$ cat src/design/bls_pkg.sv
`timescale 1ns / 1ps

package bls_pkg;

	localparam int COORD_BITS = 16;
	localparam int DIFF_BITS  = COORD_BITS + 1;
	localparam int STR_BITS   = COORD_BITS + 3;
	localparam int ERR_BITS   = COORD_BITS + 4;
	localparam int CFG_BITS   = 13;
	localparam int ADDR_BITS  = 24;
	localparam int COLOR_BITS = 32;
	localparam int IDX_BITS   = 1;

	// Unsigned compare width for clipping a non-negative coordinate.
	localparam int CMP_BITS  = (COORD_BITS - 1 > CFG_BITS) ? COORD_BITS - 1 : CFG_BITS;
	localparam int PROD_BITS = COORD_BITS - 1 + CFG_BITS;
	localparam int SUM_BITS  = ((PROD_BITS > ADDR_BITS) ? PROD_BITS : ADDR_BITS) + 1;

	localparam logic [CFG_BITS-1:0] WIDTH_RESET  = CFG_BITS'(640);
	localparam logic [CFG_BITS-1:0] HEIGHT_RESET = CFG_BITS'(480);

	localparam logic OP_START = 1'b0;
	localparam logic OP_STEP  = 1'b1;

	localparam logic [IDX_BITS-1:0] REG_SCREEN_WIDTH  = IDX_BITS'(0);
	localparam logic [IDX_BITS-1:0] REG_SCREEN_HEIGHT = IDX_BITS'(1);

	typedef struct packed {
		logic signed [COORD_BITS-1:0] x;
		logic signed [COORD_BITS-1:0] y;
		logic [COLOR_BITS-1:0]        color;
		logic                         last;
	} pix_t;

endpackage

$ cat src/design/bresenham_line_stepper_core.sv
`timescale 1ns / 1ps

// Bresenham line stepper. An opcode OP_START transaction sets up a line from
// two signed endpoints and a color and returns its first pixel; each OP_STEP
// transaction returns the next pixel along the major axis, with last_pixel on
// the final one, and a step with no line in progress returns nothing. Every
// pixel carries on_screen against screen_width/screen_height and its
// framebuffer offset x + y*screen_width (zero when off screen). While
// in_ready is high one transaction is accepted per cycle: the stepping
// registers update at the input handshake, and the clip compare and the
// row-stride multiply sit in the output stage after the pixel stage register.
// in_ready drops only while both the pixel stage and the output register
// hold results that out_ready has not taken. Write screen_width/screen_height
// through cfg_write only while no line result is outstanding.
module bresenham_line_stepper_core
	import bls_pkg::*;
(
	input  logic                         clk,
	input  logic                         arst_n,
	input  logic                         cfg_write,
	input  logic [IDX_BITS-1:0]          cfg_index,
	input  logic [CFG_BITS-1:0]          cfg_data,
	input  logic                         in_valid,
	output logic                         in_ready,
	input  logic                         opcode,
	input  logic signed [COORD_BITS-1:0] start_x,
	input  logic signed [COORD_BITS-1:0] start_y,
	input  logic signed [COORD_BITS-1:0] end_x,
	input  logic signed [COORD_BITS-1:0] end_y,
	input  logic [COLOR_BITS-1:0]        color,
	output logic                         out_valid,
	input  logic                         out_ready,
	output logic                         pixel_present,
	output logic signed [COORD_BITS-1:0] pixel_x,
	output logic signed [COORD_BITS-1:0] pixel_y,
	output logic                         on_screen,
	output logic [ADDR_BITS-1:0]         pixel_address,
	output logic [COLOR_BITS-1:0]        pixel_color,
	output logic                         last_pixel
);

	logic [CFG_BITS-1:0] screen_width_q;
	logic [CFG_BITS-1:0] screen_height_q;

	logic signed [COORD_BITS-1:0] cur_x_q, cur_y_q;
	logic signed [ERR_BITS-1:0]   error_term_q, diag_increment_q;
	logic [STR_BITS-1:0]          straight_increment_q;
	logic [DIFF_BITS-1:0]         pixels_left_q;
	logic                         steep_q, minor_down_q, active_q;
	logic [COLOR_BITS-1:0]        line_color_q;

	logic signed [COORD_BITS-1:0] cur_x_d, cur_y_d;
	logic signed [ERR_BITS-1:0]   error_term_d, diag_increment_d;
	logic [STR_BITS-1:0]          straight_increment_d;
	logic [DIFF_BITS-1:0]         pixels_left_d;
	logic                         steep_d, minor_down_d, active_d;
	logic [COLOR_BITS-1:0]        line_color_d;
	logic                         emit;
	logic                         last_d;

	logic                         take;
	logic                         out_en;
	logic                         valid_s1;
	pix_t                         pix_s1;

	// Setup arithmetic for a new line
	logic signed [DIFF_BITS-1:0] dx, dy, md;
	logic [DIFF_BITS-1:0]        adx, ady, major, minor;
	logic                        steep_c, swap;

	// Output stage clipping
	logic [CMP_BITS-1:0]  x_cmp, y_cmp, w_cmp, h_cmp;
	logic                 on_c;
	logic [PROD_BITS-1:0] row_off;
	logic [SUM_BITS-1:0]  addr_sum;

	always_ff @(posedge clk or negedge arst_n) begin
		if (!arst_n) begin
			screen_width_q  <= WIDTH_RESET;
			screen_height_q <= HEIGHT_RESET;
		end else if (cfg_write) begin
			if (cfg_index == REG_SCREEN_WIDTH) begin
				screen_width_q <= cfg_data;
			end else if (cfg_index == REG_SCREEN_HEIGHT) begin
				screen_height_q <= cfg_data;
			end
		end
	end

	assign out_en   = !out_valid || out_ready;
	assign in_ready = !valid_s1 || out_en;
	assign take     = in_valid && in_ready;

	assign dx      = DIFF_BITS'(end_x) - DIFF_BITS'(start_x);
	assign dy      = DIFF_BITS'(end_y) - DIFF_BITS'(start_y);
	assign adx     = dx[DIFF_BITS-1] ? DIFF_BITS'(-dx) : DIFF_BITS'(dx);
	assign ady     = dy[DIFF_BITS-1] ? DIFF_BITS'(-dy) : DIFF_BITS'(dy);
	assign steep_c = adx < ady;
	assign swap    = steep_c ? dy[DIFF_BITS-1] : dx[DIFF_BITS-1];
	assign md      = steep_c ? dx : dy;
	assign major   = steep_c ? ady : adx;
	assign minor   = steep_c ? adx : ady;

	always_comb begin
		cur_x_d              = cur_x_q;
		cur_y_d              = cur_y_q;
		error_term_d         = error_term_q;
		diag_increment_d     = diag_increment_q;
		straight_increment_d = straight_increment_q;
		pixels_left_d        = pixels_left_q;
		steep_d              = steep_q;
		minor_down_d         = minor_down_q;
		line_color_d         = line_color_q;
		active_d             = active_q;
		emit                 = 1'b0;
		last_d               = 1'b0;
		if (opcode == OP_START) begin
			emit                 = 1'b1;
			steep_d              = steep_c;
			// Minor span after ordering is -md when swapped
			minor_down_d         = (md == '0) || (md[DIFF_BITS-1] ^ swap);
			error_term_d         = (ERR_BITS'(minor) << 1) - ERR_BITS'(major);
			diag_increment_d     = (ERR_BITS'(minor) - ERR_BITS'(major)) << 1;
			straight_increment_d = STR_BITS'(minor) << 1;
			pixels_left_d        = major;
			cur_x_d              = swap ? end_x : start_x;
			cur_y_d              = swap ? end_y : start_y;
			line_color_d         = color;
			active_d             = major != '0;
			last_d               = major == '0;
		end else if (active_q) begin
			emit = 1'b1;
			if (!error_term_q[ERR_BITS-1]) begin
				if (steep_q) begin
					cur_x_d = minor_down_q ? cur_x_q - 1'b1 : cur_x_q + 1'b1;
				end else begin
					cur_y_d = minor_down_q ? cur_y_q - 1'b1 : cur_y_q + 1'b1;
				end
				error_term_d = error_term_q + diag_increment_q;
			end else begin
				error_term_d = error_term_q + ERR_BITS'(straight_increment_q);
			end
			if (steep_q) begin
				cur_y_d = cur_y_q + 1'b1;
			end else begin
				cur_x_d = cur_x_q + 1'b1;
			end
			pixels_left_d = pixels_left_q - 1'b1;
			active_d      = pixels_left_q != DIFF_BITS'(1);
			last_d        = pixels_left_q == DIFF_BITS'(1);
		end
	end

	always_ff @(posedge clk or negedge arst_n) begin
		if (!arst_n) begin
			cur_x_q              <= '0;
			cur_y_q              <= '0;
			error_term_q         <= '0;
			diag_increment_q     <= '0;
			straight_increment_q <= '0;
			pixels_left_q        <= '0;
			steep_q              <= 1'b0;
			minor_down_q         <= 1'b0;
			line_color_q         <= '0;
			active_q             <= 1'b0;
		end else if (take && emit) begin
			cur_x_q              <= cur_x_d;
			cur_y_q              <= cur_y_d;
			error_term_q         <= error_term_d;
			diag_increment_q     <= diag_increment_d;
			straight_increment_q <= straight_increment_d;
			pixels_left_q        <= pixels_left_d;
			steep_q              <= steep_d;
			minor_down_q         <= minor_down_d;
			line_color_q         <= line_color_d;
			active_q             <= active_d;
		end
	end

	// Pixel stage: advances whenever it is empty or the output register frees up
	always_ff @(posedge clk or negedge arst_n) begin
		if (!arst_n) begin
			valid_s1 <= 1'b0;
		end else if (in_ready) begin
			valid_s1 <= take && emit;
		end
	end

	always_ff @(posedge clk) begin
		if (take && emit) begin
			pix_s1.x     <= cur_x_d;
			pix_s1.y     <= cur_y_d;
			pix_s1.color <= line_color_d;
			pix_s1.last  <= last_d;
		end
	end

	assign x_cmp    = CMP_BITS'(pix_s1.x[COORD_BITS-2:0]);
	assign y_cmp    = CMP_BITS'(pix_s1.y[COORD_BITS-2:0]);
	assign w_cmp    = CMP_BITS'(screen_width_q);
	assign h_cmp    = CMP_BITS'(screen_height_q);
	assign on_c     = !pix_s1.x[COORD_BITS-1] && !pix_s1.y[COORD_BITS-1] &&
	                  (x_cmp < w_cmp) && (y_cmp < h_cmp);
	assign row_off  = PROD_BITS'(pix_s1.y[COORD_BITS-2:0]) * PROD_BITS'(screen_width_q);
	assign addr_sum = SUM_BITS'(row_off) + SUM_BITS'(pix_s1.x[COORD_BITS-2:0]);

	always_ff @(posedge clk or negedge arst_n) begin
		if (!arst_n) begin
			out_valid <= 1'b0;
		end else if (out_en) begin
			out_valid <= valid_s1;
		end
	end

	always_ff @(posedge clk) begin
		if (out_en && valid_s1) begin
			pixel_x       <= pix_s1.x;
			pixel_y       <= pix_s1.y;
			on_screen     <= on_c;
			pixel_address <= on_c ? addr_sum[ADDR_BITS-1:0] : '0;
			pixel_color   <= pix_s1.color;
			last_pixel    <= pix_s1.last;
		end
	end

	assign pixel_present = 1'b1;

endmodule

$ cat config.mk
export PLATFORM = sky130hd
export DESIGN_NAME = bresenham_line_stepper_core
export DESIGN_NICKNAME = d
export VERILOG_FILES = /design/src/design/bls_pkg.sv /design/src/design/bresenham_line_stepper_core.sv
export SDC_FILE = /design/constraint.sdc
export NUM_CORES = 1
export LEC_CHECK = 0
export ABC_AREA = 0
export BUFFER_PORTS_ARGS = -buffer_cell sky130_fd_sc_hd__buf_2
export CORE_UTILIZATION = 50
export CTS_CLUSTER_SIZE = 8
export DETAILED_ROUTE_END_ITERATION = 8
export PLACE_DENSITY_LB_ADDON = 0.08
export REMOVE_ABC_BUFFERS = 1
export SETUP_SLACK_MARGIN = 0.1
export SYNTH_ARGS = -nofsm -noshare
export SYNTH_HDL_FRONTEND = slang
export SYNTH_SLANG_ARGS = --single-unit
export TNS_END_PERCENT = 100
$ cat constraint.sdc
create_clock -name clk -period 19.6 [get_ports clk]
set_clock_uncertainty 0.1 [all_clocks]
set_input_delay 0.98 -clock clk [delete_from_list [all_inputs] [get_ports clk]]
set_output_delay 0.98 -clock clk [all_outputs]
set_load 0.01 [all_outputs]
==> results of run 1 <==
state kept, by name, indices dropped and copies added, names as in the netlist, 17 cells and up:
| signal | cells |
|---|---|
| diag_increment_q | 18 |
| pixel_color | 32 |
| pixel_address | 24 |
| line_color_q | 32 |
| straight_increment_q | 17 |
| error_term_q | 19 |
| pix_s1 | 65 |
| pixels_left_q | 17 |
how the worst max path moves through the flow:
stage / start / end / slack (ns) / cells past startpoint
after floorplan: end_y[0] / error_term_q[16] / 10.52 / 37
after global placement: start_y[8] / error_term_q[16] / 9.66 / 39
after detailed placement: start_y[7] / error_term_q[16] / 9.38 / 39
after CTS: start_y[7] / error_term_q[16] / 9.93 / 39
after global routing: end_x[0] / error_term_q[19] / 9.06 / 40
final: start_y[0] / error_term_q[16] / 9.84 / 39
synth_stat cells, types with 21 or more instances:
library cell  count
nand2_1         456
inv_1           316
ha_1            203
o21ai_0         185
dfrtp_1         160
edfxtp_1        155
fa_1            154
nor2_1          152
a21oi_1         142
and2_1          102
clkbuf_1         94
xnor2_1          94
mux2_2           87
mux2i_1          49
nor3_1           49
nand3_1          46
a21o_1           44
xor2_1           38
nand2b_1         30
o21a_1           29
or3_1            24
o211ai_1         23
o21ai_1          23
nor2b_1          21
through the flow:
step / utilization, % / hold slack (ns)
after floorplan: - / 0.300
after global routing: 56.3 / 0.319
after global placement: 53.8 / 0.301
after CTS: 56.3 / 0.318
final: 56.3 / 0.311
after detailed placement: 53.8 / 0.305
cell type report:
cell class	instances	area share, %
Inverter	319	3.95
Antenna cell	1	0.00823
Clock inverter	2	0.127
Clock buffer	80	4.27
Sequential cell	321	29.0
Timing Repair Buffer	233	4.08
Tap cell	696	2.86
Multi-Input combinational cell	2240	55.7
cell families (layout without fill, tap and decap cells):
logic type	count (synthesis)	count (layout)	share of synthesized area, %
AO/OA/AOI/OAI	635	635	15.0
buffers and inverters	438	634	6.21
multiplexers	136	136	5.35
other	1	2	0.0137
XOR/XNOR	134	134	4.33
flip-flops	321	321	32.1
AND/OR/NAND/NOR	975	975	16.5
adder cells (fa/ha/maj)	359	359	20.5
routing by layer:
metal,vias to the layer above,wire (microns),global-route usage (%)
li1,10600,-,-
met1,11000,33000,35.7
met2,573,38000,48.2
met3,133,3230,3.39
met4,0,2310,8.89
met5,-,0,0
worst max-delay path: cells and delay by family:
kind	cells	cell delay, ns
muxes	1	0.47
xor gates and xnor gates	2	0.45
AOI/OAI and AO/OA	20	4.22
adders and majority gates	4	1.03
buffers and inverters	5	0.90
and+or+nand+nor	7	2.03
==> out/summary.txt, run 1 <==
Final #Nets: 3634
final WL: 76500 microns
Crit Path Max Fanout: 48
Starting DRT DRC Count: 1281
placed cell count: 3809
vias after detailed routing: 22300
Worst path most repeated cell: o21ai_0
dpl hpwl: 58900 microns
Hold Vio Cnt, Final: 0
via/cell ratio: 5.72
dominant synthesized flop cell: dfrtp_1
Worst Reg-to-Reg Cells: 23
initial antenna violation count: 0
measured slew at the worst slew-check pin: 1.12 ns
Site Rows: 85
Mapped Area: 0.0275 sq mm
period utilization: 49.8%
CTS tree: done
crit path DAT: 10.13 ns
slowest cell delay on critical path: 0.69 ns
RSZ-0062 raised after global routing: no
cts hold-fix bufs: 0
fin crit period: 9.76 ns
vias in the first global route: 22300
P&R area growth vs syn: 10.8%
Starting Density: 50.8%
sequential fraction of the synthesis area: 32.1%
GRT overflow: 0
die area: 0.0559 sq mm
crit path kind: input port to register
Hold Path Origin: pix_s1[2]
post-synth top area share: 16.9%
Worst Setup Slack post-DPL: 9.38 ns
Core ar.: 0.0540 sq mm
I/O Pins: 209
Post-route DRC: 0
Routability Congestion: 0.937
CP max stage cell: nor4_1
clk sinks: 321
Multi-input gate area: 0.0170 sq mm
Syn Inst Count: 2999
drt wl/cell: 19.7 microns
die height: 236 microns
die width: 236 microns
worst reg-to-reg setup slack: 12.60 ns
register area: 0.00882 sq mm
most frequent cells in the layout: nand2_1, inv_1, buf_2, ha_1, o21ai_0
setup ws final: 9.84 ns
reg2reg end: pixel_address[22]
CTS Root Cell: clkbuf_16
max cap viols: 0
Syn Area/Cell: 9.16 sq um
Synth area leaders: edfxtp_1, dfrtp_1, fa_1
Pins Over Slew Limit: 0
Fmax: 102 MHz
CP required: 19.97 ns
post-CTS resize count: 0
R2R Path Start: pix_s1[37]
post-route ant nets: 0
Skew-Pair Late Insertion Delay: 0.58 ns
Post-synth EDFFs: 155
hold endpoint: pixel_color[1]
most common cell after layout, fill and taps aside: nand2_1
largest net degree at the start of global routing: 95
CTS HTree Levels: 2
Post-Layout Cell Count: 3892
first-pass GRT wire length: 122000 microns
crit path launch type: input port
I/O Buffers: 207
drt first pass iters: 6
TritonCTS buffer count: 46
Rel. slew slack: 25.1%
status: completed
# Post-CTS Setup Buffers: 0
Max Root-Sink Buffers: 3
worst hold path class: register to register
hold depth: 0
setup TNS: 0 ns
Worst Setup End Kind: register
clk slew on worst S/H paths: 0.05 ns
Fillers: 4861
Post-Layout Inst Area: 0.0304 sq mm
synthesis warning total: 0
final setup fails: 0
area of placed instances: 0.0291 sq mm
number of unique standard cell types used by synthesis: 100
Yosys top cell by area: edfxtp_1
Post-synth ARST share: 51.7%
GR Util All Layers: 27.7%
share of cells above drive strength 1: 13.3%
Yosys reg bits: 321
Power of run 1 is not shown: default switching activity piles up to over one toggle a cycle in this logic, so the estimate is an artifact.
==> run 2: changes to the inputs <==
Settings changed: ABC_AREA 0 to 1.
Clock period 19.6 ns to 9 ns, I/O delays scaled along.
==> run 2 against run 1 <==
Register-to-register slack lost 11 ns. First-iteration DRC count grew 32%. Critical path depth grew 6. Synthesized cell count grew 22%. Sequential share of layout area shrank 0.82 points. Largest cell class unchanged. Count of clock-buffer cells in the layout shrank 4. Hold slack lost 0.28 ns. Via count grew 10%.
==> out/summary.txt, run 2 <==
Starting Density: 50.9%
Worst path most repeated cell: nand2_1
setup TNS: 0 ns
Starting DRT DRC Count: 1695
I/O Buffers: 207
largest family of logic cells by synthesized area: simple AND/OR/NAND/NOR gates
Synth Area in Simple Gates: 21.2%
I/O Pins: 209
clk sinks: 321
Largest Register: pix_s1
placed cell count: 4516
initial antenna violation count: 1
slowest cell delay on critical path: 0.44 ns
dpl hpwl: 61500 microns
count leader, synth: nand2_1
dominant synthesized flop cell: dfrtp_1
Site Rows: 86
drt wl/cell: 17.7 microns
TritonCTS buffer count: 46
GR Util All Layers: 28.8%
drt first pass iters: 6
measured slew at the worst slew-check pin: 1.14 ns
share of cells above drive strength 1: 9.71%
die width: 240 microns
die height: 240 microns
CP required: 9.42 ns
Post-synth EDFFs: 155
post-synth top area share: 16.5%
Rel. slew slack: 23.5%
most common cell after layout, fill and taps aside: nand2_1
crit path launch type: input port
Post-Layout Inst Area: 0.0313 sq mm
synthesis warning total: 0
P&R area growth vs syn: 10.7%
adder-cell share of the synthesized area: 19.9%
largest net degree at the start of global routing: 234
final setup fails: 0
WP depth: 45
CTS tree: done
Worst Reg-to-Reg Cells: 29
Crit path max-delay family: simple AND/OR/NAND/NOR gates
worst hold path class: input port to register
area of placed instances: 0.0299 sq mm
Post-Layout Cell Count: 4599
max cap viols: 0
R2R Path Start: pix_s1[37]
mux contribution to synthesized area: 0.0354%
sequential fraction of the synthesis area: 31.2%
first-pass GRT wire length: 128000 microns
CTS Root Cell: clkbuf_16
Synth Area in XOR/XNOR: 3.07%
number of unique standard cell types used by synthesis: 68
post-route ant nets: 0
vias after detailed routing: 24600
CP Buf/Inv Count: 7
via/cell ratio: 5.34
Final #Nets: 4291
Syn Area/Cell: 7.72 sq um
Fmax: 139 MHz
Yosys top cell by area: edfxtp_1
Post-route DRC: 0
period utilization: 80.1%
Regs by FF count: pix_s1: 65 flops, line_color_q: 32 flops, pixel_color: 32 flops
Routability Congestion: 0.985
RSZ-0062 raised after global routing: no
max FFs per register: 65
Max Root-Sink Buffers: 3
most frequent cells in the layout: nand2_1, inv_1, o21ai_0, buf_2, ha_1
Setup crit end: error_term_q[16]
vias in the first global route: 23400
status: completed
clk slew on worst S/H paths: 0.05 ns
Core ar.: 0.0555 sq mm
Critical Path Start: end_x[0]
Yosys reg bits: 321
top post-synthesis cells by count: nand2_1, inv_1, o21ai_0, ha_1, nor2_1
crit path DAT: 7.62 ns
final WL: 81300 microns
crit path kind: input port to register
# Post-CTS Setup Buffers: 0
reg2reg end: pixel_address[23]
Synth area leaders: edfxtp_1, dfrtp_1, nand2_1
Worst Setup End Kind: register
worst reg-to-reg setup slack: 2.01 ns
Hold Vio Cnt, Final: 0
CP max stage cell: fa_1
Skew-Pair Late Insertion Delay: 0.60 ns
GRT overflow: 0
Fillers: 5320
Syn Inst Count: 3665
die area: 0.0575 sq mm
CTS HTree Levels: 2
Pins Over Slew Limit: 0
Compound-Gate Fraction of Synth Area: 13.7%
Crit Path Max Fanout: 41
fin crit period: 7.21 ns
Post-synth ARST share: 51.7%
Mapped Area: 0.0283 sq mm
run 2: kinds of logic after synthesis:
kind of cell,count (synthesis)
AND/OR/NAND/NOR,1443
buffers and inverters,803
AO/OA/AOI/OAI,640
adder cells (fa/ha/maj),357
flip-flops,321
XOR/XNOR,99
other,1
multiplexers,1
run 2: timing repair:
| action | in CTS | in global routing |
|---|---|---|
| endpoints found under the hold margin | 34 | 0 |
| hold buffers | 2 | 0 |
| gates resized for setup | 0 | 0 |
run 2: area by class of cell:
| cell class | count | area, sq um | share of cell area, % |
|---|---|---|---|
| Antenna cell | 1 | 2.50 | 0.00799 |
| Clock inverter | 4 | 83.8 | 0.268 |
| Multi-Input combinational cell | 2541 | 16400 | 52.4 |
| Clock buffer | 76 | 1270 | 4.07 |
| Tap cell | 748 | 936 | 2.99 |
| Timing Repair Buffer | 231 | 1240 | 3.96 |
| Sequential cell | 321 | 8820 | 28.2 |
| Inverter | 677 | 2550 | 8.13 |
run 2: stage by stage:
step | util (%) | worst slack [ns] | hold WS (ns)
after CTS | 56.4 | 1.93 | 0.00279
final | 56.4 | 1.79 | 0.0261
after floorplan | - | -4.33 | 0.0544
after global routing | 56.4 | 1.03 | 0.0203
after detailed placement | 53.9 | 1.35 | 0.288
after global placement | 53.9 | 1.43 | 0.287
run 2: worst min-delay path, delay by kind of cell:
family / cells / cell delay (ns)
buf+inv: 2 / 0.17
compound gates: 1 / 0.09
run 2: how the worst min path moves through the flow:
stage,depth (start not counted),startpoint,endpoint
floorplan,0,arst_n,active_q
global placement,1,arst_n,error_term_q[17]
detailed placement,1,arst_n,error_term_q[17]
CTS,3,cfg_data[7],screen_height_q[7]
global route,3,cfg_data[7],screen_height_q[7]
finish,3,cfg_data[9],screen_width_q[9]
run 2: per-layer routing:
layer / wire [microns] / vias to the layer above / GRT usage [%] / share of wire, %
met2: 35800 / 755 / 44.6 / 44
met4: 2450 / 0 / 9.46 / 3.0
met1: 37600 / 11600 / 41.2 / 46
met3: 5430 / 129 / 4.33 / 6.7
met5: 0 / - / 0 / 0
li1: - / 12100 / - / -
Power of run 2 is left out for the same reason.
